$ cat config.mk
export PLATFORM = sky130hd
export DESIGN_NAME = cpi_delay
export DESIGN_NICKNAME = d
export VERILOG_FILES = /design/src/design/cpi_delay.sv
export SDC_FILE = /design/constraint.sdc
export NUM_CORES = 1
export LEC_CHECK = 0
export BUFFER_PORTS_ARGS = -buffer_cell sky130_fd_sc_hd__buf_2
export CAP_MARGIN = 40
export CORE_ASPECT_RATIO = 0.9
export CORE_MARGIN = 2
export CORE_UTILIZATION = 45
export CTS_CLUSTER_DIAMETER = 200
export DETAILED_ROUTE_END_ITERATION = 8
export PLACE_DENSITY = 0.67
export SYNTH_ARGS = -nofsm -noshare
export SYNTH_HDL_FRONTEND = slang
export SYNTH_SLANG_ARGS = --single-unit
$ cat constraint.sdc
create_clock -name clk -period 1.3 [get_ports clk]
set_input_delay 0.065 -clock clk [delete_from_list [all_inputs] [get_ports clk]]
set_output_delay 0.065 -clock clk [all_outputs]
set_load 0.03 [all_outputs]
$ cat src/design/cpi_delay.sv
module cpi_delay #(
  parameter int W = 8,
  parameter int N = 4
) (
  input  logic         clk,
  input  logic         rst_n,
  input  logic         en,
  input  logic [W-1:0] din,
  output logic [W-1:0] dout
);

  logic [W-1:0] sh_r [N];

  always_ff @(posedge clk) begin
    if (!rst_n) begin
      for (int i = 0; i < N; i++) sh_r[i] <= '0;
    end else if (en) begin
      sh_r[0] <= din;
      for (int i = 1; i < N; i++) sh_r[i] <= sh_r[i-1];
    end
  end

  assign dout = sh_r[N-1];

endmodule

==> PnR_summary.wiki <==
{| class="wikitable"
! Metric !! Value
|-
| Status || complete, no violations
|-
| Fin crit share || 71.76%
|-
| Sequential cell area fraction in the yosys report || 77.58%
|-
| TritonCTS clock tree || built
|-
| Buf/Inv on CP || 1
|-
| Global-route wire length before repair || 2477 um
|-
| Most frequent cells in the layout || and3_2 (32), edfxtp_1 (32), buf_2 (18)
|-
| Final Hold Vio Count || 0
|-
| Final RePlAce weighted congestion || 0.6206
|-
| Biggest registers after layout || sh_r (32)
|-
| Highest Clock Rate || 1072 MHz
|-
| Post-synthesis instance area || approximately 1200 sq um
|-
| Final Net Count || 104
|-
| I/O pin count || 19
|-
| Vias || about 650
|-
| Initial antenna violation count || 0
|-
| Ratio of cells with drive above 1 in the final layout || about 64%
|-
| Number of buffers inserted to repair setup after CTS || 0
|-
| Area delta synth->final || 13.74%
|-
| Max IR drop VDD || 747.3 uV
|-
| Number of global-route vias before repair || slightly above 600
|-
| Pin count of the biggest net entering global routing || 33
|-
| Number of pins with negative max-slew slack in the final report || 0
|-
| Netlist cell types || 5
|-
| Worst EP required || roughly 1.2 ns
|-
| Antenna Cells || 0
|-
| Total global routing track utilization || 11.32%
|-
| Class of the most critical setup path || reg -> out
|-
| Net count of the mapped netlist || slightly above 80
|-
| Total of endpoints with negative setup slack in the final report || 0
|-
| Wirelength per Cell || 12.76 um
|-
| Post-detailed-routing wire length || 1544 um
|-
| Die Y-Extent || 53.78 um
|-
| Layout Skew || 0.003532 ns
|-
| Total negative slack || 0 ns
|-
| Clock-pin transition on the worst setup and hold timing paths || 0.08 ns
|-
| Post-CTS Hold Fix Bufs || 0
|-
| Number of cells produced by synthesis || 71
|-
| Max Buffers Root-to-Sink || 2
|-
| Largest register FFs || 32
|-
| Max stage delay cell, worst path || edfxtp_1
|-
| Reported max-cap violation count || 0
|-
| Largest driver fanout on the critical path || 1
|-
| Die Footprint || 3189 sq um
|-
| Worst-Skew Late Latency || 0.31 ns
|-
| CTS root buffer || clkbuf_4
|-
| Detailed Routing Iterations Pass 1 || 3
|-
| Number of buffers added on ports || 18
|-
| CP Capture Type || output port
|-
| Largest incremental delay on the critical path || ~0.37 ns
|-
| Final worst path period need || 0.9328 ns
|-
| ANT nets after route || 0
|-
| Die span in x || 59.31 um
|-
| Crit path cell chain || buf_2
|-
| Count of cells resized by post-cts repair || 0
|-
| Post-synthesis area per instance || 17.45 sq um
|-
| Worst path arrival time || 0.87 ns
|-
| Transition at the pin with the smallest max-transition slack || 0.2330 ns
|-
| Total clock sinks || 32
|-
| #FFs+latches synth || 32
|-
| Leakage power summed over all cells || 0.6461 nW
|-
| Starting utilization of the core area || a little under half
|-
| H-Tree Level Count || 2
|-
| Most flops, register || sh_r
|-
| Power density relative to cell area || roughly 1300 nW/um^2
|-
| Cell Rows || 18
|-
| Yosys warning count || 0
|-
| Starting DRT DRC Count || 14
|-
| Number of vias per cell || 5.397
|-
| Number of buffers added by the clock tree synthesis step || 5
|-
| Overflow left after global routing || 0
|-
| Hold slack final || 0.08288 ns
|-
| DRC violations left || 0
|-
| Setup repair after global routing missed its margin || false
|-
| Max-slew headroom at the worst pin || 84.46%
|-
| Family with the most delay on the worst path || flip-flops
|-
| Hold Crit Class || in -> reg
|-
| Core Region || 2680 sq um
|-
| Type of origin of the critical path || flop
|}
-- report_power, final --
group          switching (mW)  internal [mW]  leakage, nW
Combinational          0.0852         0.0547        0.271
Sequential             0.0128           1.21        0.352
Clock                   0.283          0.180       0.0230
Total                   0.381           1.44        0.646
-- worst paths after layout --
| check | from | to | slack, ns | cells past startpoint |
|---|---|---|---|---|
| setup / recovery | sh_r[3][3] | dout[3] | 0.37 | 1 |
| hold reg to reg | sh_r[2][7] | sh_r[3][7] | 0.58 | 1 |
| setup reg to reg | sh_r[1][7] | sh_r[2][7] | 0.48 | 1 |
| hold / removal | din[3] | sh_r[0][3] | 0.08 | 2 |
-- Yosys cell counts, drive strengths merged --
library cell	n	area share [%]
clkbuf	3	1.2
edfxtp	32	78
and3	32	19
or2b	1	0.61
buf	3	1.2
-- through the flow --
stage	power [mW]	utilization, %	setup slack [ns]	std cells	instance area [sq um]
floorplan	1.335	-	0.06026	71	1239
global placement	1.377	51.17	0.4255	116	1371
detailed placement	1.385	51.17	0.4130	116	1371
CTS	1.835	52.57	0.3435	121	1409
global route	1.899	52.57	0.3199	121	1409
finish	1.823	52.57	0.3672	121	1409
-- layer usage --
| metal | vias up | track usage (%) | part of all wire, % |
|---|---|---|---|
| li1 | 315 | - | - |
| met1 | 309 | 10.70 | 44 |
| met2 | 24 | 19.60 | 48 |
| met3 | 5 | 5.048 | 6.9 |
| met4 | 0 | 7.955 | 1.7 |
| met5 | - | 0 | 0 |
-- kinds of logic (layout without fill, tap and decap cells) --
kind of cell | Yosys count | count (layout) | synth area share [%]
flops | 32 | 32 | 77.58
buf+inv | 6 | 26 | 2.424
simple gates | 33 | 33 | 20.00
-- cell type report --
type	count	area, sq um
Sequential cell	32	960.9
Timing Repair Buffer	21	125.1
Tap cell	30	37.54
Fill cell	221	1271
Multi-Input combinational cell	33	247.7
Clock buffer	5	37.54
Note: power is estimated with default switching activity, not from simulation.
