===== src/design/cpi_div.sv =====
module cpi_div #(
  parameter int NW = 53,
  parameter int DW = 27,
  parameter int QW = 28
) (
  input  logic          clk,
  input  logic          en,
  input  logic [NW-1:0] n,
  input  logic [DW-1:0] d,
  output logic [QW-1:0] q
);

  // restoring divide, quotient known to fit in QW bits
  logic [NW+DW-1:0] n_ext;
  logic [DW-1:0]    rem_r [QW-1];
  logic [QW-1:0]    lo_r  [QW-1];
  logic [DW-1:0]    d_r   [QW-1];
  logic [QW-1:0]    q_r   [QW];

  assign n_ext = {{DW{1'b0}}, n};

  for (genvar j = 0; j < QW; j++) begin : g_st
    logic [DW-1:0] rem_in;
    logic [QW-1:0] lo_in;
    logic [DW-1:0] d_in;
    logic [QW-1:0] q_in;
    logic [DW:0]   t;
    logic [DW:0]   diff;
    logic          ge;

    if (j == 0) begin : g_first
      assign rem_in = n_ext[QW +: DW];
      assign lo_in  = n[QW-1:0];
      assign d_in   = d;
      assign q_in   = '0;
    end else begin : g_next
      assign rem_in = rem_r[j-1];
      assign lo_in  = lo_r[j-1];
      assign d_in   = d_r[j-1];
      assign q_in   = q_r[j-1];
    end

    assign t    = {rem_in, lo_in[QW-1]};
    assign diff = t - {1'b0, d_in};
    assign ge   = t >= {1'b0, d_in};

    always_ff @(posedge clk) begin
      if (en) begin
        q_r[j] <= {q_in[QW-2:0], ge};
      end
    end

    if (j < QW - 1) begin : g_carry
      always_ff @(posedge clk) begin
        if (en) begin
          rem_r[j] <= ge ? diff[DW-1:0] : t[DW-1:0];
          lo_r[j]  <= {lo_in[QW-2:0], 1'b0};
          d_r[j]   <= d_in;
        end
      end
    end
  end

  assign q = q_r[QW-1];

endmodule


===== config.mk =====
export PLATFORM = sky130hd
export DESIGN_NAME = cpi_div
export DESIGN_NICKNAME = d
export VERILOG_FILES = /design/src/design/cpi_div.sv
export SDC_FILE = /design/constraint.sdc
export NUM_CORES = 2
export LEC_CHECK = 0
export BUFFER_PORTS_ARGS = -buffer_cell sky130_fd_sc_hd__clkbuf_2
export CELL_PAD_IN_SITES_DETAIL_PLACEMENT = 1
export CELL_PAD_IN_SITES_GLOBAL_PLACEMENT = 1
export CORE_MARGIN = 5
export CORE_UTILIZATION = 53
export CTS_CLUSTER_DIAMETER = 30
export DETAILED_ROUTE_END_ITERATION = 7
export GPL_TIMING_DRIVEN = 0
export PLACE_DENSITY_LB_ADDON = 0.08
export SLEW_MARGIN = 20
export SYNTH_ARGS = -nofsm -noshare
export SYNTH_HDL_FRONTEND = slang
export SYNTH_SLANG_ARGS = --single-unit

===== constraint.sdc =====
create_clock -name clk -period 4 [get_ports clk]
set_input_delay 0.2 -clock clk [delete_from_list [all_inputs] [get_ports clk]]
set_output_delay 0.2 -clock clk [all_outputs]
set_load 0.005 [all_outputs]

==> reports/qor.yml <==
detailed_routing:
  wl_met1_um: 136400
  first_pass_iters: 5
  route.top_layer_used: "met4"
  ant_nets: 0
  dr_wl_met2_um: 157200
  wirelength_um: 319800
  drt_iter0_markers: 5784
  wire_per_inst_um: 23.96
  drc: 0
  routed-wl-met3_um: 15300
  num_vias: 78260
  viasPerCell: 5.863
grt:
  grt_usage_pct: 27.81
  grt_pass1_vias: 83540
  grt_overflow: 0
  antenna_found_initial: 7
  grt_pass1_wl_um: 488600
  grt_max_degree: 107
clocking:
  cts_buffers: 477
  clk_pin_slew_worst_paths_ps: 50
  clk_latency_ps: 1010
  cts_tree: "built"
  ctsHtreeMaxLevel: 5
  cts_buffer_depth: 4
  cts_sinks: 2242
  cts_root_buf: "clkbuf_16"
yosys:
  synthXorXnorAreaFrac_pct: 4.642
  synth-edff-count: 2242
  yosys.area_share.simple_pct: 7.891
  avgSynthCellArea_um2: 12.26
  synthesis.nets: 10140
  mappedNetlistArea_mm2: 0.1138
  synth_adder_area_share_pct: 8.778
  netlist_instances: 9279
  yosysWarnings: 0
  postSynth.asyncResetShare_pct: 0
  ys_seq_area_share_pct: 59.17
  synth_top_family_by_area: "compound AO/OA/AOI/OAI gates"
  synth_ff_type: "edfxtp_1"
  ys_types: 92
  synth_seq_cells: 2242
  synth_compound_area_share_pct: 12.76
  synth_mux_area_share_pct: 2.930
critical_path:
  endpoint_kind: "register"
  cp_data_arrival_time_ps: 4680
  regToRegEndpoint: "rem_r[0][176]"
  critPathRequiredTime_ps: 4680
  rrSetupSlack_ps: 7
  worst_r2r_path_depth: 15
  start_kind: "register"
  worstSetupPathType: "reg2reg"
  cp_max_fo: 7
  reg2reg_from: "lo_r[1][53]"
cells_and_area:
  fin_cells: 13350
  final_common_cell: "edfxtp_1"
  nFillCells: 20690
  final_cell_mix: "2,242 x edfxtp_1, 948 x inv_1, 754 x ha_1"
  layout-drive-gt1-share_pct: 14.69
  nets: 10970
  areaGrowthSynthToFinish_pct: 21.30
timing:
  slew_viol_final: 0
  hold_viol: 0
  finalClockSkew_ps: 82.17
  slew_headroom_pct: 26.23
  fin_crit_sh_pct: 99.81
  tightest_slew_ps: 1106
  whs_ps: 93.13
  rsz0062_at_grt: "yes"
  fmax_mhz: 250.5
  min_period_ps: 3993
  finalSetupViolations: 0
placement:
  io_buffers: 109
  dp.cells: 12250
  dp_hpwl_um: 214100
  place.gp.congestion: 0.9109
outcome:
  status: "completed"
power_and_ir_drop:
  power_leakage_nw: 56.22
  power.density_mw_per_mm2: 913.1
  ir_drop_uv: 571.7
floorplan:
  fp.coreArea_mm2: 0.2142
  start_util_pct: 53.12
  die_w_um: 473.3
  die_area_mm2: 0.2240
  pin_count: 110
  num_rows: 170
  dieHeight_um: 473.3
hold_path:
  hold_path_end: "rem_r[0][7]"
  hp-class: "in2reg"
  hold_path_depth: 4
  min_from: "n[34]"
run:
  maxCapViolations: 0
[per-layer routing]
metal,vias up,global-route usage [%]
li1,36100,-
met1,39240,36.79
met2,2240,47.41
met3,673,3.676
met4,0,9.725
met5,-,0
[registers in the layout, summed over array words and instances (netlist names)]
| register | flops |
|---|---|
| d_r | 729 |
| q_r | 406 |
| rem_r | 729 |
| lo_r | 378 |
[through the flow]
stage               setup TNS (ps)  util (%)  power, mW  setup WS, ps  instance area [um2]
global route                 -2965     64.43      132.6        -122.9               138000
detailed placement         -198500     55.37      82.25        -834.5               118600
CTS                              0     64.03      124.6         7.130               137200
finish                           0     64.43      126.0         7.486               138000
floorplan                        0         -      68.20         547.8               113800
global placement                 -     55.03      81.34        -35300               117900
[worst max-delay path: stages (launching register included)]
cell and delay, ps:
edfxtp_1 610, inv_2 190, ha_4 160, fa_2 220
inv_2 40, a21o_1 190, a21oi_4 210, a2bb2oi_4 230
a211oi_4 120, or2_4 300, a211o_1 330, nor3_2 200
o21a_1 190, buf_12 170, clkbuf_16 170, mux2_4 320
[synth_stat cells (25+ instances only)]
cell type	count	share of area, %
a211oi_1	79	0.52
a21boi_0	31	0.20
a21o_1	360	2.4
a21oi_1	591	2.6
a31oi_1	84	0.46
and2_1	26	0.14
and3_1	52	0.29
buf_2	34	0.15
clkbuf_1	133	0.44
edfxtp_1	2242	59
fa_1	27	0.48
ha_1	755	8.3
inv_1	952	3.1
mux2_2	262	2.6
mux2i_1	36	0.32
nand2_1	700	2.3
nand2b_1	101	0.56
nand3_1	128	0.56
nand4_1	122	0.67
nor2_1	402	1.3
nor2b_1	99	0.54
nor3_1	99	0.44
nor4_1	30	0.16
o211ai_1	25	0.16
o21a_1	93	0.61
o21ai_0	670	2.9
o21bai_1	72	0.48
o31ai_1	66	0.44
or2_2	42	0.23
or3_1	33	0.18
xnor2_1	344	2.6
xor2_1	259	2.0
[where the power goes]
group,total [mW],switching (mW),internal [mW]
logic,48.7,28.9,19.8
registers,37.5,3.57,33.9
clock network,39.9,13.4,26.4
total,126,45.9,80.1
[repair_timing]
| action | CTS | global route |
|---|---|---|
| setup endpoints to repair | 656 | 591 |
| gates cloned | 1 | 3 |
| setup buffers | 51 | 28 |
| endpoints found under the hold margin | 155 | 0 |
| resized for setup | 153 | 174 |
| pin swaps | 21 | 27 |
| hold buffers | 135 | 0 |
[cell families after synthesis]
logic type / count (synthesis)
adder cells (fa/ha/maj): 782
XOR/XNOR: 603
buffers and inverters: 1134
AO/OA/AOI/OAI: 2317
flip-flops: 2242
multiplexers: 300
AND/OR/NAND/NOR: 1901
[how the worst max path moves through the flow]
stage / start / endpoint / cells past startpoint
finish: lo_r[1][53] / rem_r[0][176] / 15
global route: lo_r[1][53] / rem_r[0][176] / 15
CTS: lo_r[0][26] / rem_r[0][50] / 13
detailed placement: d_r[3][81] / rem_r[2][3] / 12
global placement: en / lo_r[6][80] / 1
floorplan: d_r[3][27] / rem_r[1][183] / 13
[area by class of cell]
cell class | count | area (um2) | area share [%]
Timing Repair Buffer | 350 | 3288 | 2.383
Sequential cell | 2242 | 67320 | 48.78
Clock inverter | 359 | 4130 | 2.993
Buffer | 180 | 992.2 | 0.7189
Antenna cell | 6 | 15.01 | 0.01088
Clock buffer | 517 | 12130 | 8.789
Tap cell | 2838 | 3551 | 2.573
Multi-Input combinational cell | 5904 | 43010 | 31.16
Inverter | 952 | 3573 | 2.589
Note: power is estimated with default switching activity, not from simulation.
