### src/design/cpi_isqrt.sv
module cpi_isqrt #(
  parameter int RW = 26
) (
  input  logic            clk,
  input  logic            en,
  input  logic [2*RW-1:0] n,
  output logic [RW-1:0]   root
);

  logic [2*RW-1:0] rem_r [RW-1];
  logic [RW-1:0]   rt_r  [RW];

  // one result bit per stage, MSB first
  for (genvar j = 0; j < RW; j++) begin : g_st
    localparam int B = RW - 1 - j;
    logic [2*RW-1:0] rem_in;
    logic [2*RW-1:0] trial;
    logic [RW-1:0]   rt_in;
    logic            ge;

    if (j == 0) begin : g_first
      assign rem_in = n;
      assign rt_in  = '0;
    end else begin : g_next
      assign rem_in = rem_r[j-1];
      assign rt_in  = rt_r[j-1];
    end

    assign trial = ({{RW{1'b0}}, rt_in} << (B + 1)) |
                   ({{(2*RW-1){1'b0}}, 1'b1} << (2 * B));
    assign ge    = rem_in >= trial;

    always_ff @(posedge clk) begin
      if (en) begin
        rt_r[j] <= ge ? (rt_in | (RW'(1) << B)) : rt_in;
      end
    end

    if (j < RW - 1) begin : g_rem
      always_ff @(posedge clk) begin
        if (en) begin
          rem_r[j] <= ge ? (rem_in - trial) : rem_in;
        end
      end
    end
  end

  assign root = rt_r[RW-1];

endmodule

### config.mk
export PLATFORM = sky130hd
export DESIGN_NAME = cpi_isqrt
export DESIGN_NICKNAME = d
export VERILOG_FILES = /design/src/design/cpi_isqrt.sv
export SDC_FILE = /design/constraint.sdc
export NUM_CORES = 2
export LEC_CHECK = 0
export ABC_CLOCK_PERIOD_IN_PS = 5320
export BUFFER_PORTS_ARGS = -buffer_cell sky130_fd_sc_hd__buf_2
export CAP_MARGIN = 20
export CELL_PAD_IN_SITES_DETAIL_PLACEMENT = 1
export CELL_PAD_IN_SITES_GLOBAL_PLACEMENT = 1
export CORE_ASPECT_RATIO = 1.5
export CORE_MARGIN = 8
export CORE_UTILIZATION = 57
export CTS_CLUSTER_SIZE = 10
export DETAILED_ROUTE_END_ITERATION = 6
export PLACE_DENSITY = 0.85
export SETUP_SLACK_MARGIN = 0.15
export SLEW_MARGIN = 40
export SYNTH_ARGS = -nofsm -noshare
export SYNTH_HDL_FRONTEND = slang
export SYNTH_SLANG_ARGS = --single-unit
### constraint.sdc
create_clock -name clk -period 5.32 [get_ports clk]
set_input_delay 0.266 -clock clk [delete_from_list [all_inputs] [get_ports clk]]
set_output_delay 0.266 -clock clk [all_outputs]
set_load 0.03 [all_outputs]
==> PnR_summary.wiki <==
{| class="wikitable"
! Metric !! Value
|-
| Run status || complete, no violations
|-
| Total congestion overflow || 0
|-
| Final std cells w/o fill || 8143
|-
| Number of buffers and inverters on the critical path || 1
|-
| Global placer's final weighted congestion || 0.909
|-
| Final setup TNS || 0 ps
|-
| Gate Count Post-Synth || 6038
|-
| Die outline area || around 150000 sq um
|-
| Port Buffer Count || a little under 80
|-
| Critical path fanouts, max || 5
|-
| Total Nets Final || 6762
|-
| Cell taking the most area after synthesis || sky130_fd_sc_hd__edfxtp_1
|-
| Worst-case clock skew || 68.2 ps
|-
| Dpl ws || 809 ps
|-
| ANT nets after route || 0
|-
| Critical path data arrival time || 5200 ps
|-
| Yosys top cell area share || 63.6%
|-
| Die height || ~470 microns
|-
| Mean Syn Cell Area || around 13 sq um
|-
| R2R setup slack || 690 ps
|-
| Top-level I/O count || 80
|-
| Tot Pwr || 37.3 mW
|-
| Peak ir drop on the vdd network || ~0.00044 V
|-
| Proportion of register bits with asynchronous set or reset after synthesis || 0%
|-
| Vias in the first global route || 58886
|-
| Synthesized Nets || roughly 6500
|-
| Placement Rows || 166
|-
| Number of placed instances with taps included || 7851
|-
| Number of endpoints failing setup at the final stage || 0
|-
| Buffer type at the clock tree root || sky130_fd_sc_hd__clkbuf_16
|-
| Number of unique standard cell types used by synthesis || 90
|-
| Total track usage || 32.9%
|-
| 1st-pass router iterations || 6
|-
| Slowest stage cell, crit path || sky130_fd_sc_hd__or4_1
|-
| Dominant delay contributor by cell family on the critical path || simple AND/OR/NAND/NOR gates
|-
| Flop and latch count out of synthesis || roughly 1700
|-
| Mean routed wirelength per cell || 31.3 microns
|-
| Clock sink count || 1651
|-
| Static power due to leakage || 32.7 nW
|-
| CTS clock-pin slew for the worst setup and hold paths || 70 ps
|-
| Count leader, synth || sky130_fd_sc_hd__edfxtp_1
|-
| First-iteration detailed-routing DRC count || 4370
|-
| Maximum single-stage delay on the critical path || 840 ps
|-
| CTS tree || done
|-
| Number of clock buffers inserted by TritonCTS || 184
|-
| Reported max-cap violation count || 0
|-
| Worst hold slack || 119 ps
|-
| Worst EP required || just under 6000 ps
|-
| Shortest clock period the worst path allows after layout || 4630 ps
|-
| Count of flip-flops with a built-in enable after synthesis || roughly 1700
|-
| Most instantiated flip-flop cell in the synthesis netlist || sky130_fd_sc_hd__edfxtp_1
|-
| Half-perimeter wire length of the detailed placement result || 161000 microns
|-
| Top cells by area in the synthesized netlist || sky130_fd_sc_hd__edfxtp_1 64%, sky130_fd_sc_hd__ha_1 6.0%, sky130_fd_sc_hd__xnor2_1 3.5%
|-
| Worst-margin pin slew || 1410 ps
|-
| Path category of the worst min-delay check || in -> reg
|-
| Period utilization || between 80% and 90%
|-
| Cell chain of the critical path || inv_1 > ha_1 > nor4bb_1 > nand4_1 > or4_1 > and4_1 > nand3_2 > nand3_1 > a211oi_2 > or3b_1 > xnor2_1
|-
| Maximum number of pins on one net before global-route repair || 175
|-
| Share of layout cells above drive strength 1 || 8.38%
|-
| Wire length after detailed routing || 255000 microns
|-
| Number of antenna violations at the first check in global routing || 27
|-
| Clk Latency, worst-skew pair || 870 ps
|-
| Vias per std cell || between 6 and 7
|-
| Relative max-transition margin || just over 5%
|-
| Hold Vio Cnt, Final || 0
|-
| Area growth, synth to finish || 11.6%
|-
| Mapped cell area || 78000 sq um
|-
| RSZ-0062 raised after global routing || no
|-
| Starting density of the core || ~57%
|-
| Critical Path Start Type || flip-flop
|-
| Ranking of synthesized cells by instance count || 1651 x sky130_fd_sc_hd__edfxtp_1, 445 x sky130_fd_sc_hd__inv_1, 396 x sky130_fd_sc_hd__nand2_1, 373 x sky130_fd_sc_hd__ha_1, 347 x sky130_fd_sc_hd__nor2_1
|-
| Proportion of synthesized chip area in sequential cells || between 60% and 70%
|-
| Number of max-slew violations in the final report || 0
|-
| Placeable core region || roughly 140000 sq um
|-
| Synth Warn # || 0
|-
| Buffer levels on the longest clock path || 3
|-
| Total power density per cell area || 428 nW/um^2
|-
| Achievable frequency || around 0.22 GHz
|-
| Horizontal die dimension || 318 microns
|-
| Remaining DRCs || 0
|-
| Critical Path Sink Type || flip-flop
|-
| Crit path kind || reg -> reg
|-
| Maximum level of the CTS H-tree || 4
|-
| Routed vias || 53444
|-
| First-pass GRT wire length || 365000 microns
|-
| Final setup slack of the worst path || slightly below 700 ps
|}
==> routing by layer <==
metal  GRT usage, %  wire [microns]  part of all wire (%)
met3           7.73           15700                   6.2
met5              0              62                 0.024
met2           64.4          139000                    55
met1           25.4           69300                    27
met4           32.0           31000                    12
==> metrics by stage <==
step,utilization [%],instance area [sq um]
floorplan,-,78000
CTS,63.8,86800
global placement,59.5,80900
global route,64.0,87000
finish,64.0,87100
detailed placement,59.7,81200
==> placed cells by master, fill, tap and decap left out, types with 48 or more instances in the layout <==
cell	count
sky130_fd_sc_hd__nor3_1	153
sky130_fd_sc_hd__xnor2_1	310
sky130_fd_sc_hd__nand3_1	100
sky130_fd_sc_hd__buf_4	63
sky130_fd_sc_hd__mux2_2	58
sky130_fd_sc_hd__nand4_1	87
sky130_fd_sc_hd__nor2b_1	53
sky130_fd_sc_hd__nor4_1	171
sky130_fd_sc_hd__o21ai_0	275
sky130_fd_sc_hd__ha_1	373
sky130_fd_sc_hd__nand2b_1	73
sky130_fd_sc_hd__nor2_1	346
sky130_fd_sc_hd__a21oi_1	317
sky130_fd_sc_hd__inv_1	445
sky130_fd_sc_hd__nand2_1	396
sky130_fd_sc_hd__edfxtp_1	1651
sky130_fd_sc_hd__a21o_1	147
sky130_fd_sc_hd__clkbuf_16	185
sky130_fd_sc_hd__or3_1	57
sky130_fd_sc_hd__xor2_1	251
sky130_fd_sc_hd__or4_1	48
sky130_fd_sc_hd__o21a_1	75
sky130_fd_sc_hd__dlygate4sd3_1	54
sky130_fd_sc_hd__buf_2	81
==> power breakdown <==
group	switching [mW]	internal, mW	total (mW)
Sequential	1.44	16.4	17.9
Combinational	4.68	2.88	7.56
Clock	5.59	6.27	11.9
==> flip-flops by register name (all words and copies together) (netlist names) <==
signal and flops:
rt_r 351, rem_r 1300
==> path summary, 6_finish.rpt <==
path / start / end / cells after the start
setup / recovery: rt_r[0][326] / rem_r[0][723] / 11
hold / removal: n[4] / rem_r[0][4] / 2
setup reg to reg: rt_r[0][326] / rem_r[0][723] / 11
hold reg to reg: rt_r[0][228] / rt_r[0][254] / 0
==> kinds of logic (layout without fill, tap and decap cells) <==
group / Yosys count / count (layout) / share of synthesized area [%]
AO/OA/AOI/OAI: 1123 / 1123 / 9.09
XOR/XNOR: 561 / 561 / 6.30
adder cells (fa/ha/maj): 373 / 373 / 5.98
buffers and inverters: 551 / 871 / 2.69
flip-flops: 1651 / 1651 / 63.6
multiplexers: 71 / 71 / 1.01
other: 0 / 21 / 0
AND/OR/NAND/NOR: 1708 / 1708 / 11.4
==> worst register-to-register path: stages (launching register included) <==
cell	delay, ps
sky130_fd_sc_hd__edfxtp_1	430
sky130_fd_sc_hd__inv_1	90
sky130_fd_sc_hd__ha_1	420
sky130_fd_sc_hd__nor4bb_1	450
sky130_fd_sc_hd__nand4_1	390
sky130_fd_sc_hd__or4_1	850
sky130_fd_sc_hd__and4_1	330
sky130_fd_sc_hd__nand3_2	80
sky130_fd_sc_hd__nand3_1	230
sky130_fd_sc_hd__a211oi_2	520
sky130_fd_sc_hd__or3b_1	420
sky130_fd_sc_hd__xnor2_1	130
==> layout make-up <==
cell class                 instances  area [sq um]
antenna                           21          52.6
clock buffer                     191          4650
clock inverter                    18           414
fill                           12791         49000
inverter                         448          1680
multi-input combinational       3836         26700
sequential                      1651         49600
tap                             1764          2210
timing repair buffer             214          1750
==> what timing repair did <==
action,4_1_cts,5_1_grt
hold buffers,54,0
resized for setup,0,0
buffers inserted,0,0
hold endpoints to repair,123,0
Note: power is estimated with default switching activity, not from simulation.
