`config.mk`:
```
export PLATFORM = sky130hd
export DESIGN_NAME = cpi_obuf_flat
export DESIGN_NICKNAME = d
export VERILOG_FILES = /design/src/design/cpi_pkg.sv /design/src/design/cpi_out_if.sv /design/src/design/cpi_obuf.sv /design/src/flat_wrapper.sv
export SDC_FILE = /design/constraint.sdc
export NUM_CORES = 1
export LEC_CHECK = 0
export ABC_CLOCK_PERIOD_IN_PS = 4800
export BUFFER_PORTS_ARGS = -buffer_cell sky130_fd_sc_hd__clkbuf_2
export CAP_MARGIN = 10
export CORE_ASPECT_RATIO = 1.4
export CORE_MARGIN = 2
export CORE_UTILIZATION = 35
export CTS_BUF_LIST = sky130_fd_sc_hd__clkbuf_4 sky130_fd_sc_hd__clkbuf_8
export DETAILED_ROUTE_END_ITERATION = 8
export PLACE_DENSITY_LB_ADDON = 0.05
export SYNTH_ARGS = -nofsm -noshare
export SYNTH_HDL_FRONTEND = slang
export SYNTH_SLANG_ARGS = --single-unit
```
`constraint.sdc`:
```
create_clock -name clk -period 4.8 [get_ports clk]
set_input_delay 0.96 -clock clk [delete_from_list [all_inputs] [get_ports clk]]
set_output_delay 0.96 -clock clk [all_outputs]
set_load 0.02 [all_outputs]
```
`src/design/cpi_pkg.sv`:
```
package cpi_pkg;

  localparam int FRAC_BITS_DEF = 8;
  localparam int MAX_FRAME_DEF = 4096;
  localparam int GUARD         = 8;

  localparam int CW        = 22;  // centre coordinate
  localparam int RAD_W     = 17;  // radius
  localparam int DLT_W     = 23;  // centre delta
  localparam int FRM_W     = 13;  // frame size register
  localparam int PIX_W     = 12;  // pixel coordinate
  localparam int CFG_IDX_W = 2;
  localparam int SQR_W     = 34;  // r^2
  localparam int KMAG_W    = 37;  // |K|
  localparam int D8_W      = 26;  // distance, guard scaled
  localparam int H8_W      = 25;  // half chord, guard scaled
  localparam int QW        = 28;  // quotient magnitude
  localparam int PROD_W    = 51;  // offset numerator before guard shift
  localparam int OFS_W     = 29;  // signed offset
  localparam int POS_W     = 32;  // signed crossing coordinate

  localparam logic [FRM_W-1:0] FRAME_W_RST = 13'd1024;
  localparam logic [FRM_W-1:0] FRAME_H_RST = 13'd768;

  typedef enum logic [1:0] {
    ST_APART  = 2'd0,
    ST_INSIDE = 2'd1,
    ST_OFF    = 2'd2,
    ST_VALID  = 2'd3
  } status_t;

  typedef enum logic [CFG_IDX_W-1:0] {
    CFG_FRAME_W = 2'd0,
    CFG_FRAME_H = 2'd1
  } cfg_idx_t;

  typedef struct packed {
    status_t          status;
    logic [PIX_W-1:0] pax;
    logic [PIX_W-1:0] pay;
    logic [PIX_W-1:0] pbx;
    logic [PIX_W-1:0] pby;
  } res_t;

  typedef struct packed {
    logic              v;
    logic              far;
    logic              cont;
    logic              kneg;
    logic [KMAG_W-1:0] kmag;
    logic [RAD_W-1:0]  r1;
    logic [SQR_W-1:0]  sq_r1;
    logic [CW-1:0]     x1;
    logic [CW-1:0]     y1;
    logic [DLT_W-1:0]  dx;
    logic [DLT_W-1:0]  dy;
  } sb1_t;

  typedef struct packed {
    logic             v;
    logic             far;
    logic             cont;
    logic             kneg;
    logic [RAD_W-1:0] r1;
    logic [SQR_W-1:0] sq_r1;
    logic [CW-1:0]    x1;
    logic [CW-1:0]    y1;
    logic [DLT_W-1:0] dx;
    logic [DLT_W-1:0] dy;
    logic [D8_W-1:0]  d8;
  } sb2_t;

  typedef struct packed {
    logic             v;
    logic             far;
    logic             cont;
    logic             aneg;
    logic [QW-1:0]    amag;
    logic [D8_W-1:0]  d8;
    logic [CW-1:0]    x1;
    logic [CW-1:0]    y1;
    logic [DLT_W-1:0] dx;
    logic [DLT_W-1:0] dy;
  } sb3_t;

  typedef struct packed {
    logic          v;
    logic          far;
    logic          cont;
    logic          smx;
    logic          smy;
    logic          shx;
    logic          shy;
    logic [CW-1:0] x1;
    logic [CW-1:0] y1;
  } sb4_t;

endpackage

```
`src/design/cpi_out_if.sv`:
```
interface cpi_out_if;
  logic                      valid;
  logic                      ready;
  logic [1:0]                status;
  logic [cpi_pkg::PIX_W-1:0] point_a_x;
  logic [cpi_pkg::PIX_W-1:0] point_a_y;
  logic [cpi_pkg::PIX_W-1:0] point_b_x;
  logic [cpi_pkg::PIX_W-1:0] point_b_y;

  modport source (output valid, status, point_a_x, point_a_y, point_b_x, point_b_y,
                  input ready);
  modport sink (input valid, status, point_a_x, point_a_y, point_b_x, point_b_y,
                output ready);
endinterface

```
`src/design/cpi_obuf.sv`:
```
module cpi_obuf (
  input  logic              clk,
  input  logic              rst_n,
  input  logic              tail_v,
  input  cpi_pkg::res_t     tail_d,
  output logic              pipe_en,
  cpi_out_if.source         out_ch
);
  import cpi_pkg::*;

  logic out_v_r;
  logic skid_v_r;
  res_t out_d_r;
  res_t skid_d_r;
  logic pop;

  assign pop     = out_v_r && out_ch.ready;
  assign pipe_en = !skid_v_r;

  always_ff @(posedge clk) begin
    if (!rst_n) begin
      out_v_r  <= 1'b0;
      skid_v_r <= 1'b0;
    end else if (skid_v_r) begin
      if (pop) begin
        skid_v_r <= 1'b0;
      end
    end else if (tail_v) begin
      if (!out_v_r || pop) begin
        out_v_r <= 1'b1;
      end else begin
        skid_v_r <= 1'b1;
      end
    end else if (pop) begin
      out_v_r <= 1'b0;
    end
  end

  always_ff @(posedge clk) begin
    if (skid_v_r) begin
      if (pop) out_d_r <= skid_d_r;
    end else if (tail_v) begin
      if (!out_v_r || pop) out_d_r <= tail_d;
      else skid_d_r <= tail_d;
    end
  end

  assign out_ch.valid     = out_v_r;
  assign out_ch.status    = out_d_r.status;
  assign out_ch.point_a_x = out_d_r.pax;
  assign out_ch.point_a_y = out_d_r.pay;
  assign out_ch.point_b_x = out_d_r.pbx;
  assign out_ch.point_b_y = out_d_r.pby;

  a_skid_full: assert property (@(posedge clk) disable iff (!rst_n)
    skid_v_r |-> out_v_r) else $error("skid word without output word");
  a_skid_hold: assert property (@(posedge clk) disable iff (!rst_n)
    skid_v_r && !pop |=> skid_v_r && $stable(skid_d_r)) else $error("skid word lost");
  a_drain: assert property (@(posedge clk) disable iff (!rst_n)
    pop && !skid_v_r && !tail_v |=> !out_v_r) else $error("word repeated");

endmodule

```
`src/flat_wrapper.sv`:
```
// flat-port wrapper written by rule: the top's interface ports become plain ports
module cpi_obuf_flat import cpi_pkg::*;
  (clk, rst_n, tail_v, tail_d, pipe_en, out_ch_valid, out_ch_status, out_ch_point_a_x, out_ch_point_a_y, out_ch_point_b_x, out_ch_point_b_y, out_ch_ready);
  cpi_out_if out_ch_i ();
  input  logic clk;
  input  logic rst_n;
  input  logic tail_v;
  input  cpi_pkg::res_t tail_d;
  output logic pipe_en;
  output wire logic [$bits(out_ch_i.valid)-1:0] out_ch_valid;
  output wire logic [$bits(out_ch_i.status)-1:0] out_ch_status;
  output wire logic [$bits(out_ch_i.point_a_x)-1:0] out_ch_point_a_x;
  output wire logic [$bits(out_ch_i.point_a_y)-1:0] out_ch_point_a_y;
  output wire logic [$bits(out_ch_i.point_b_x)-1:0] out_ch_point_b_x;
  output wire logic [$bits(out_ch_i.point_b_y)-1:0] out_ch_point_b_y;
  input wire logic [$bits(out_ch_i.ready)-1:0] out_ch_ready;
  assign out_ch_valid = out_ch_i.valid;
  assign out_ch_status = out_ch_i.status;
  assign out_ch_point_a_x = out_ch_i.point_a_x;
  assign out_ch_point_a_y = out_ch_i.point_a_y;
  assign out_ch_point_b_x = out_ch_i.point_b_x;
  assign out_ch_point_b_y = out_ch_i.point_b_y;
  assign out_ch_i.ready = out_ch_ready;
  cpi_obuf u_core (.clk(clk), .rst_n(rst_n), .tail_v(tail_v), .tail_d(tail_d), .pipe_en(pipe_en), .out_ch(out_ch_i));
endmodule
```
==> results list, run 1 <==
* Proportion of power drawn by combinational gates: 0.117
* Post-CTS Hold Fix Bufs: 0
* Endpoint kind of the worst setup timing path: primary output
* Max IR drop VDD: 0.134 mV
- The wire-length estimate of the detail-placed layout is 4630 um.
* Fraction of final layout cells with drive strength greater than 1: 0.611
- Worst-case clock buffer depth: 2
- Measured on the finished design, the core utilization comes to 0.438.
- For this run, design rule violations remaining after detail routing come to 0.
- Destination of the worst hold path: u_core.out_ch.point_b_y[8]
* Final setup violation count: 0
* Total detailed-routing wirelength: 6650 um
* Hold_sp: u_core.skid_d_r[8]
* Overall die height: 129 um
- Largest driver fanout on the critical path: 55
* Number of top-level pins: 106
- Sorting the synthesized cells by area gives the leading types as edfxtp_1 77%, mux2_4 18%, buf_6 1.4%.
- The detailed router placed 1849 vias in this run.
- Yosys printed 0 warnings.
- For this configuration, the core starts out at a cell density of 0.361.
- STA classifies the critical path startpoint as a flop.
* Number of core rows: 45
- The initial antenna violation count came to 0.
* Post-CTS Setup Inserts: 0
* Data required time of the critical path: 3.84 ns
- The congestion estimate from routability-driven global placement came to 0.686.
- Overflow left after global routing: 0
- For the worst flop-to-flop path, the logic depth is 3.
- Count of cell types in the netlist: 15
* Top_reg_cell synth: edfxtp_1
- Number of buffers created by CTS: 9
- Total of max-cap violations: 0
- The via count of the first global-routing pass came to 1868.
- For flop-to-flop paths, the worst setup slack is 2.19 ns.
* Width of the die: 93.5 um
* Share of synthesized area occupied by flip-flops and latches: 0.776
- The internal power of the cells totals 1.33 mW.
- After synthesis, the mean cell area works out to 23.1 um2.
* Async SR Flop Fraction: 0
- Relative to the synthesized area, the layout overhead comes to 21.3%.
* Wire length per cell: 15.5 um
- The share of synthesized area in the top cell type comes to 0.765.
- The synthesized design contains 102 register bits.
- For the pin with the worst max-slew slack, the measured transition is 0.981 ns.
* Min cycle time layout: 2.69 ns
* # resized after CTS: 0
* Worst reg2reg endpoint: u_core.out_ch.point_a_y[7]
- Largest net degree at the start of global routing: 56
- Post-Synthesis Cells: 170
- Maximum clock skew at final layout: 0.00740 ns
- TritonCTS built the clock tree.
- Using the TritonRoute via totals, the vias-per-cell ratio works out to 4.31.
- After the first detailed-routing iteration, the DRC count stood at 86.
- Port buffering added 105 buffers.
- The mapped netlist covers 3920 um2.
- Static leakage power: 1.86 nW
- Of the total power, the clock network draws 0.268.
- Clock sink count: 102
- Dividing the final minimum period by the clock period gives 0.560.
* Clock network latency to the later pin of the worst-skew pair: 0.35 ns
* Post-route ant nets: 0
- The H-tree was split into 3 levels.
* Core area: 10900 um2
- In the final timing run, aggregate negative setup slack is 0 ns.
- Pre-Repair DR Iteration Count: 4
* Final Total Pwr: 1.74 mW
* Switching part of the total power: 0.235
- Finished Layout Cells: 429
- The startpoint identified for the worst register-to-register timing path is u_core.skid_v_r.
- The analysis attributes to net switching a power of 0.409 mW.
- The final-report max-slew violation count is 0.
- In the global route stage, overall resource usage came out at 0.115.
- By instance count, the leading cell after synthesis is edfxtp_1.
* Most frequent cells after synthesis: 100 x edfxtp_1, 47 x mux2_4, 5 x buf_6, 3 x inv_1, 3 x mux2_2
- Hold Path Cell Cnt: 1
* Die Outline Area: 12100 um2
* Placed insts: 413
* Number of diodes: 0
- First-pass GRT wire length: 10000 um
- The min-delay analysis places its worst path in the category reg2reg.
- Number of nets in the layout: 337
- Worst-path clk slew: 0.09 ns
- Yosys top cell by area: edfxtp_1
- Maximum clock rate: 372 MHz
- Syn Nets: 224
* Remaining max-slew budget at the tightest pin: 0.346
* Number of enable-type register cells in the synthesized netlist: 100
* Status: finished clean
- Of the total power, registers draw 0.615.
- Setup repair after global routing left no endpoint under its margin.
- Root buffer selected by CTS: clkbuf_8
* Power per cell area: 366 nW/um2
- Arrival time at the worst endpoint: 1.73 ns
- Critical setup path kind: reg2out
- Number of endpoints with negative hold slack in the final report: 0
## final cells by class
cell class                 count  area (um2)
fill                        1002        6110
sequential                   102        3050
multi-input combinational     59         811
timing repair buffer         108         548
tap                          141         176
clock buffer                  11         139
clock inverter                 5        26.3
inverter                       3        11.3
## cells in the final DEF, fill, tap and decap left out, types with 2 or more instances in the layout
master	netlist	routed
clkbuf_2	0	105
inv_1	3	3
buf_4	0	3
mux2_2	3	3
edfxtp_1	100	100
clkinv_2	0	3
clkbuf_4	0	2
mux2_4	47	47
clkbuf_8	0	9
## sequential cells by signal (all words and copies together) (netlist names)
register and cells:
u_core.out_ch.point_a_x 12, u_core.out_ch.status 2, u_core.skid_d_r 50, u_core.out_ch.point_a_y 12
u_core.out_ch.valid 1, u_core.out_ch.point_b_x 12, u_core.skid_v_r 1, u_core.out_ch.point_b_y 12
## stage by stage
stage	hold WS [ns]	cell area [um2]	setup slack (ns)
floorplan	0.523	3920	0.846
global placement	0.529	4590	2.14
detailed placement	0.534	4590	2.13
CTS	0.555	4760	2.06
global route	0.560	4760	1.94
finish	0.552	4760	2.11
## worst max-delay path by stage
stage / slack [ns] / start / to / depth (start not counted)
2_1_floorplan: 0.85 / tail_v / u_core.out_ch.point_a_x[0] / 2
3_5_place_dp: 2.13 / u_core.skid_v_r / u_core.out_ch.point_a_y[7] / 3
4_1_cts: 2.06 / u_core.skid_v_r / pipe_en / 2
3_3_place_gp: 2.14 / u_core.skid_v_r / u_core.out_ch.point_a_y[5] / 3
6_report: 2.11 / u_core.skid_v_r / pipe_en / 2
5_1_grt: 1.94 / u_core.skid_v_r / u_core.out_ch.point_a_y[2] / 3
## layer usage
| metal | routed length, um | vias to the layer above | track usage |
|---|---|---|---|
| met3 | 353 | 11 | 0.0215 |
| li1 | - | 894 | - |
| met5 | 0 | - | 0 |
| met4 | 157 | 0 | 0.0675 |
| met1 | 2860 | 878 | 0.145 |
| met2 | 3280 | 66 | 0.185 |
## power groups by stage
stage	clock, mW	sequential, mW	combinational (mW)
5_1_grt	0.524	1.08	0.220
3_5_place_dp	0	1.09	0.209
2_1_floorplan	0	1.13	0.0939
6_report	0.467	1.07	0.204
4_1_cts	0.491	1.07	0.209
3_3_place_gp	0	1.09	0.208
## cell families after synthesis
kind of cell | count (synthesis) | share of synthesized area
multiplexers | 51 | 0.191
AO/OA/AOI/OAI | 4 | 0.00574
flip-flops | 102 | 0.776
buffers and inverters | 9 | 0.0210
AND/OR/NAND/NOR | 4 | 0.00670
## critical path: stages (launching register included)
cell	delay, ns
dfxtp_4	1.01
inv_1	0.15
clkbuf_2	0.21
Note: power is estimated with default switching activity, not from simulation.
==> run 2: changes to the inputs <==
Settings changed: ABC_AREA set to 1, ABC_CLOCK_PERIOD_IN_PS 4800 to 2290.
Clock period 4.8 ns to 2.29 ns, I/O delays scaled along.
==> run 2 against run 1 <==
  * Critical endpoint unchanged
  * Die area is 1.6% lower
  * Total power rose by 130%
  * Clock power rose to 2.8 times the previous value
  * Global-route usage grew 1.7 points
  * Highest routed layer unchanged
  * Largest cell class unchanged
  * Register-to-register slack lost 1.8 ns
  * Sequential power is 110% higher
  * Hold slack got worse by 0.27 ns
  * Via count grew 24%
  * Largest power group unchanged
==> results list, run 2 <==
- Number of top-level pins: 106
* Most common cell in the netlist: nand2_1
- The worst setup path is captured at a primary output.
- Clock sink count: 102
- Subtracting the final worst setup slack from the clock period gives 1.92 ns.
- Post-Synthesis Cells: 282
* Tightest Hold Check Type: in2reg
- The via count of the first global-routing pass is 2207.
- Register name with the most flops: u_core.skid_d_r
- Final hold analysis gives a worst-case slack of 0.281 ns.
* Die Outline Area: 11900 um2
- Number of flip-flops and latches in the synthesized netlist: 102
- Count of yosys warnings during synthesis: 0
- Measured along the x axis, the die boundary spans 92.8 um.
- Overall die height: 128 um
* Top cell type's share of synthesized area: 0.778
* Core area: 10800 um2
* Max-slew violation count: 0
- Among cell families on the critical path, the largest total delay comes from flip-flops.
- # resized after CTS: 0
* Total of max-cap violations: 0
* Maximum clock skew at final layout: 0.00869 ns
- Final setup violation count: 0
- Clock tree synthesis selected as its root buffer the cell clkbuf_8.
- Dividing the synthesized area by the synthesized cell count gives 13.7 um2.
- Counting both buffers and inverters, the worst setup path holds a total of 2.
- Placed insts: 523
* Remaining max-slew budget at the tightest pin: 0.694
- After synthesis, the most frequently instantiated cells are 137 x nand2_1, 100 x edfxtp_1, 20 x nand2_2, 5 x buf_4, 5 x nor2_1.
- After clock tree synthesis, the flow added hold-fix buffers numbering 0.
- Post-route ant nets: 0
- CP cell instances: inv_8 -> clkbuf_2
* Post-synthesis to final-layout area growth: 22.8%
- Worst-path clk slew: 0.09 ns
- Crit path max-delay cell type: dfxtp_2
- Summed over all failing endpoints, the final setup total negative slack is 0 ns.
* Unrepaired setup endpoints after global routing: false
* Number of nets in the layout: 447
* Number of endpoints with negative hold slack in the final report: 0
- Dividing the final minimum period by the clock period gives 0.839.
* TritonCTS clock tree: built
- Leading cell types by total area after synthesis: edfxtp_1 78%, nand2_1 13%, nand2_2 3.2%
* Power per cell area: 836 nW/um2
- Final HPWL from detailed placement: 4910 um
- Leaving out fill and tap cells, the most frequent cell in the layout is nand2_1.
- Clock network latency to the later pin of the worst-skew pair: 0.36 ns
* Number of antenna violations at the first check in global routing: 0
- Number of buffers created by CTS: 9
- Finished Layout Cells: 539
* Layout filler cell count: 1042
* Maximum clock rate: 521 MHz
- Counting every net in the synthesized netlist gives 336.
* Number of diodes: 0
- STA classifies the critical path startpoint as a flop.
* Maximum level of the CTS H-tree: 3
- The design draws 3.96 mW.
- By startpoint and endpoint, the worst setup path is classified as reg2out.
- Routability-driven placement finished with a final weighted congestion of 0.663.
* Yosys top cell by area: edfxtp_1
- Wire length per cell: 13.7 um
- For this block, the initial DRC count from the detailed router was 59.
* Number of port buffers: 105
* Commonest cells after routing, fill and taps aside: 137 x nand2_1, 105 x clkbuf_2, 100 x edfxtp_1, 20 x nand2_2, 9 x clkbuf_8
- Pre-Repair DR Iteration Count: 4
* Largest driver fanout on the critical path: 52
- The initial utilization of the core area, before any placement, comes to 0.357.
- R2r setup slk: 0.40 ns
- Detailed routing inserted a total of 2288 vias.
- The cell area that synthesis handed to floorplanning was 3860 um2.
- Global router's overall resource usage: 0.132
* Data required time of the critical path: 1.83 ns
- Max IR drop VDD: 0.298 mV
- Fraction of final layout cells with drive strength greater than 1: 0.374
- After detailed routing, the number of remaining DRC violations is 0.
* Number of flip-flops in the largest register: 50
- Slew at the pin with the worst max-slew slack: 0.459 ns
- The total overflow left after global routing is 0.
* Largest net degree at the start of global routing: 53
* Async SR Flop Fraction: 0
- Top_reg_cell synth: edfxtp_1
* Status: finished clean
- First-pass GRT wire length: 11500 um
- Static leakage power: 2.03 nW
* Arrival time at the worst endpoint: 1.46 ns
- Worst-case clock buffer depth: 2
- Share of synthesized area occupied by flip-flops and latches: 0.788
- The netlist uses 12 different library cells.
- Post-CTS Setup Inserts: 0
- For this block, the routed nets add up to 7410 um of wire.
- Highest cell delay on the worst timing path: 0.63 ns
- Dividing the detail-routed via count by the number of cells gives 4.24.
* Number of core rows: 45
* Number of enable-type register cells in the synthesized netlist: 100
-- run 2: cell count changes in the layout (fill, tap and decap cells not counted), sizes merged, moves of 2 or more --
cell | previous run | this run
buf | 3 | 6
nor2 | 0 | 5
a21oi | 2 | 0
clkinv | 4 | 2
mux2 | 50 | 0
inv | 3 | 5
nand2 | 1 | 157
bufinv | 0 | 3
-- run 2: area by class of cell --
type | count | area [um2] | share of cell area
Sequential cell | 102 | 3040 | 0.642
Multi-Input combinational cell | 164 | 687 | 0.145
Timing Repair Buffer | 111 | 571 | 0.120
Tap cell | 141 | 176 | 0.0372
Clock buffer | 11 | 139 | 0.0293
Clock inverter | 5 | 97.6 | 0.0206
Inverter | 5 | 26.3 | 0.00554
-- run 2: path summary, 6_finish.rpt --
kind,startpoint,end,depth (start not counted)
worst max-delay path,u_core.skid_v_r,pipe_en,2
worst max register to register,u_core.skid_v_r,u_core.out_ch.point_b_x[5],5
worst min-delay path,tail_d[2],u_core.skid_d_r[2],1
worst min register to register,u_core.skid_d_r[11],u_core.out_ch.point_b_y[11],2
-- run 2: stage by stage --
| step | instance area [um2] | setup slack [ns] | utilization |
|---|---|---|---|
| 6_report | 4740 | 0.370 | 0.439 |
| 5_1_grt | 4740 | 0.202 | 0.439 |
| 4_1_cts | 4740 | 0.310 | 0.439 |
| 3_5_place_dp | 4500 | 0.341 | 0.417 |
| 3_3_place_gp | 4500 | 0.387 | 0.417 |
| 2_1_floorplan | 3880 | 0.0438 | - |
-- run 2: power by group --
part / total, mW / switching [mW] / internal [mW] / leakage, nW
Clock: 1.32 / 0.576 / 0.744 / 0.119
Sequential: 2.22 / 0.0363 / 2.19 / 0.957
Combinational: 0.420 / 0.287 / 0.133 / 0.948
-- run 2: cell families (layout without fill, tap and decap cells) --
| family | count (synthesis) | count (layout) | share of synthesized area |
|---|---|---|---|
| AOI/OAI and AO/OA | 1 | 1 | 0.00130 |
| DFF | 102 | 102 | 0.788 |
| and+or+nand+nor | 163 | 163 | 0.172 |
| buffers and inverters | 16 | 132 | 0.0386 |
-- run 2: routing by layer --
metal  track usage  up-vias  wire (um)
met5             0        -          0
met4        0.0649        0        157
met3        0.0329       11        350
met2         0.220       64       3840
met1         0.159     1050       3060
li1              -     1163          -
==> run 3: changes to the inputs <==
Settings changed: ABC_CLOCK_PERIOD_IN_PS 2290 to 1700.
Clock period 2.29 ns to 1.7 ns, I/O delays scaled along.
==> run 3 against run 2 <==
  * Clock power up 11%
  * Die area unchanged
  * Via count down 1.5%
  * Cell count up 0.19%
  * Global-route usage about the same
  * Register-to-register slack worse by 0.09 ns
  * Non-clock buffer count up 1
  * Core utilization about the same
  * Largest cell class unchanged
  * Largest power group unchanged
==> results list, run 3 (same netlist as run 2, synthesis figures left out) <==
- Storage element area: 3050 um2
* Area used by multi-input combinational logic: 694 um2
- After the last flow step, the layout net total stands at 448.
* Slew at the pin with the worst max-slew slack: 0.324 ns
- Largest net degree at the start of global routing: 37
- The startpoint identified for the worst register-to-register timing path is u_core.skid_v_r.
* Cell area after layout: 4740 um2
- Once the clock tree was built, the resizer swapped 0 gates to a different size.
- Pre-Repair DR Iteration Count: 3
- For this run, design rule violations remaining after detail routing come to 0.
- Critical setup path kind: reg2out
* Number of global-route vias before repair: 2228
- The run finished with clean final reports.
- Tightest Hold Check Type: in2reg
* Most frequent standard cell in the layout excluding fill and tap cells: nand2_1
- Maximum clock skew at final layout: 0.00968 ns
- Overall die height: 128 um
* Arrival time at the worst endpoint: 1.15 ns
- After global routing the overflow that remains totals 0.
* Drt initial violations: 99
- Counting both buffers and inverters, the worst setup path holds a total of 2.
* Clock network latency to the later pin of the worst-skew pair: 0.36 ns
- The floorplan has 45 rows.
* Endpoint kind of the worst setup timing path: primary output
* Number of diodes: 0
- Wire length per cell: 14.0 um
* Root buffer selected by CTS: clkbuf_8
- Clock-pin slew was measured on the worst setup and hold paths at 0.10 ns.
- Width of the die: 92.8 um
- Core area: 10800 um2
* Maximum clock rate: 672 MHz
- Post-synthesis to final-layout area growth: 22.9%
- First-pass GRT wire length: 11600 um
- Setup repair after global routing left no endpoint under its margin.
* Routed via count divided by cell count: 4.17
* Commonest cells after routing, fill and taps aside: 136 x nand2_1, 105 x clkbuf_2, 100 x edfxtp_1, 20 x nand2_2, 9 x clkbuf_8
- The worst hold path begins at tail_d[17].
* DP Area: 4570 um2
- Number of endpoints with negative hold slack in the final report: 0
- Startpoint type of the worst setup path: flop
- Final HPWL from detailed placement: 5100 um
- The die covers 11900 um2.
* Final setup violation count: 0
- The tree built by TritonCTS fans out to 102 sinks.
- Layout filler cell count: 1022
- More flip-flops sit in one register than any other, and that register is u_core.skid_d_r.
- Post-CTS Hold Fix Bufs: 0
- Worst hold slack: 0.174 ns
- Highest cell delay on the worst timing path: 0.38 ns
- The detail route stage leaves a number of antenna-violating nets equal to 0.
- Input and output buffers added on the ports amount to 105.
- Static leakage power: 2.03 nW
- Fraction of final layout cells with drive strength greater than 1: 0.386
- The register with the most flip-flops in the layout has 50 of them.
* Total of max-cap violations: 0
- At the end of the flow the core is filled with cells to 0.439.
- Dividing the final minimum period by the clock period gives 0.876.
- TritonCTS built the clock tree.
- The initial antenna violation count is 0.
- In this run the power density over the cells is 1070 nW/um2.
* Worst setup path startpoint: u_core.skid_v_r
- Pin placement for this block handled 106 I/O pins.
- Vias: 2254
- Post-CTS Setup Inserts: 0
- Total detailed-routing wirelength: 7540 um
- For this run, the total global-route usage over all layers was measured as 0.132.
* Largest driver fanout on the critical path: 32
- Number of buffers created by CTS: 9
- Data required time of the critical path: 1.36 ns
- On the critical path the largest part of the delay comes from buffers and inverters.
* CP cell instances: inv_8 -> clkbuf_2
* Initial Util: 0.357
- The congestion estimate from routability-driven global placement came to 0.707.
- The final-report max-slew violation count was 0.
- The clock passes through at most 2 buffers.
* Remaining max-slew budget at the tightest pin: 0.784
- Max IR drop VDD: 0.433 mV
* Maximum level of the CTS H-tree: 3
- Min cycle time layout: 1.49 ns
* Placed insts: 525
- Crit path max-delay cell type: dfxtp_2
- After the flow finishes, the layout carries non-filler instances totaling 540.
## run 3: final timing paths
kind | to | slack [ns] | depth (start not counted)
setup reg to reg | u_core.out_ch.point_a_x[3] | 0.31 | 5
hold reg to reg | u_core.out_ch.point_a_y[1] | 0.52 | 2
setup / recovery | pipe_en | 0.21 | 2
hold / removal | u_core.skid_d_r[17] | 0.17 | 1
## run 3: area by class of cell
type	instances	area share
Clock buffer	10	0.0277
Timing Repair Buffer	112	0.130
Tap cell	141	0.0372
Sequential cell	102	0.642
Clock inverter	6	0.0111
Inverter	5	0.00554
Multi-Input combinational cell	164	0.146
## run 3: where the power goes
part	internal (mW)	switching, mW	total (mW)	leakage [nW]
Sequential	2.95	0.0458	2.99	0.958
Combinational	0.197	0.397	0.594	0.971
Clock	0.681	0.790	1.47	0.0983
Total	3.82	1.23	5.06	2.03
## run 3: through the flow
stage	setup WS, ns	TNS, ns	total power [mW]
final	0.211	0	5.06
after global routing	0.148	0	5.27
after CTS	0.164	0	5.13
after detailed placement	0.313	0	3.66
after global placement	0.315	0	3.66
after floorplan	-0.413	-24.27	3.40
## run 3: layer usage
layer  global-route usage  wire, um  up-vias
li1                     -         -     1164
met1                0.165      3300     1020
met2                0.216      3770       60
met3               0.0235       324       10
met4               0.0727       150        0
met5                    0         0        -
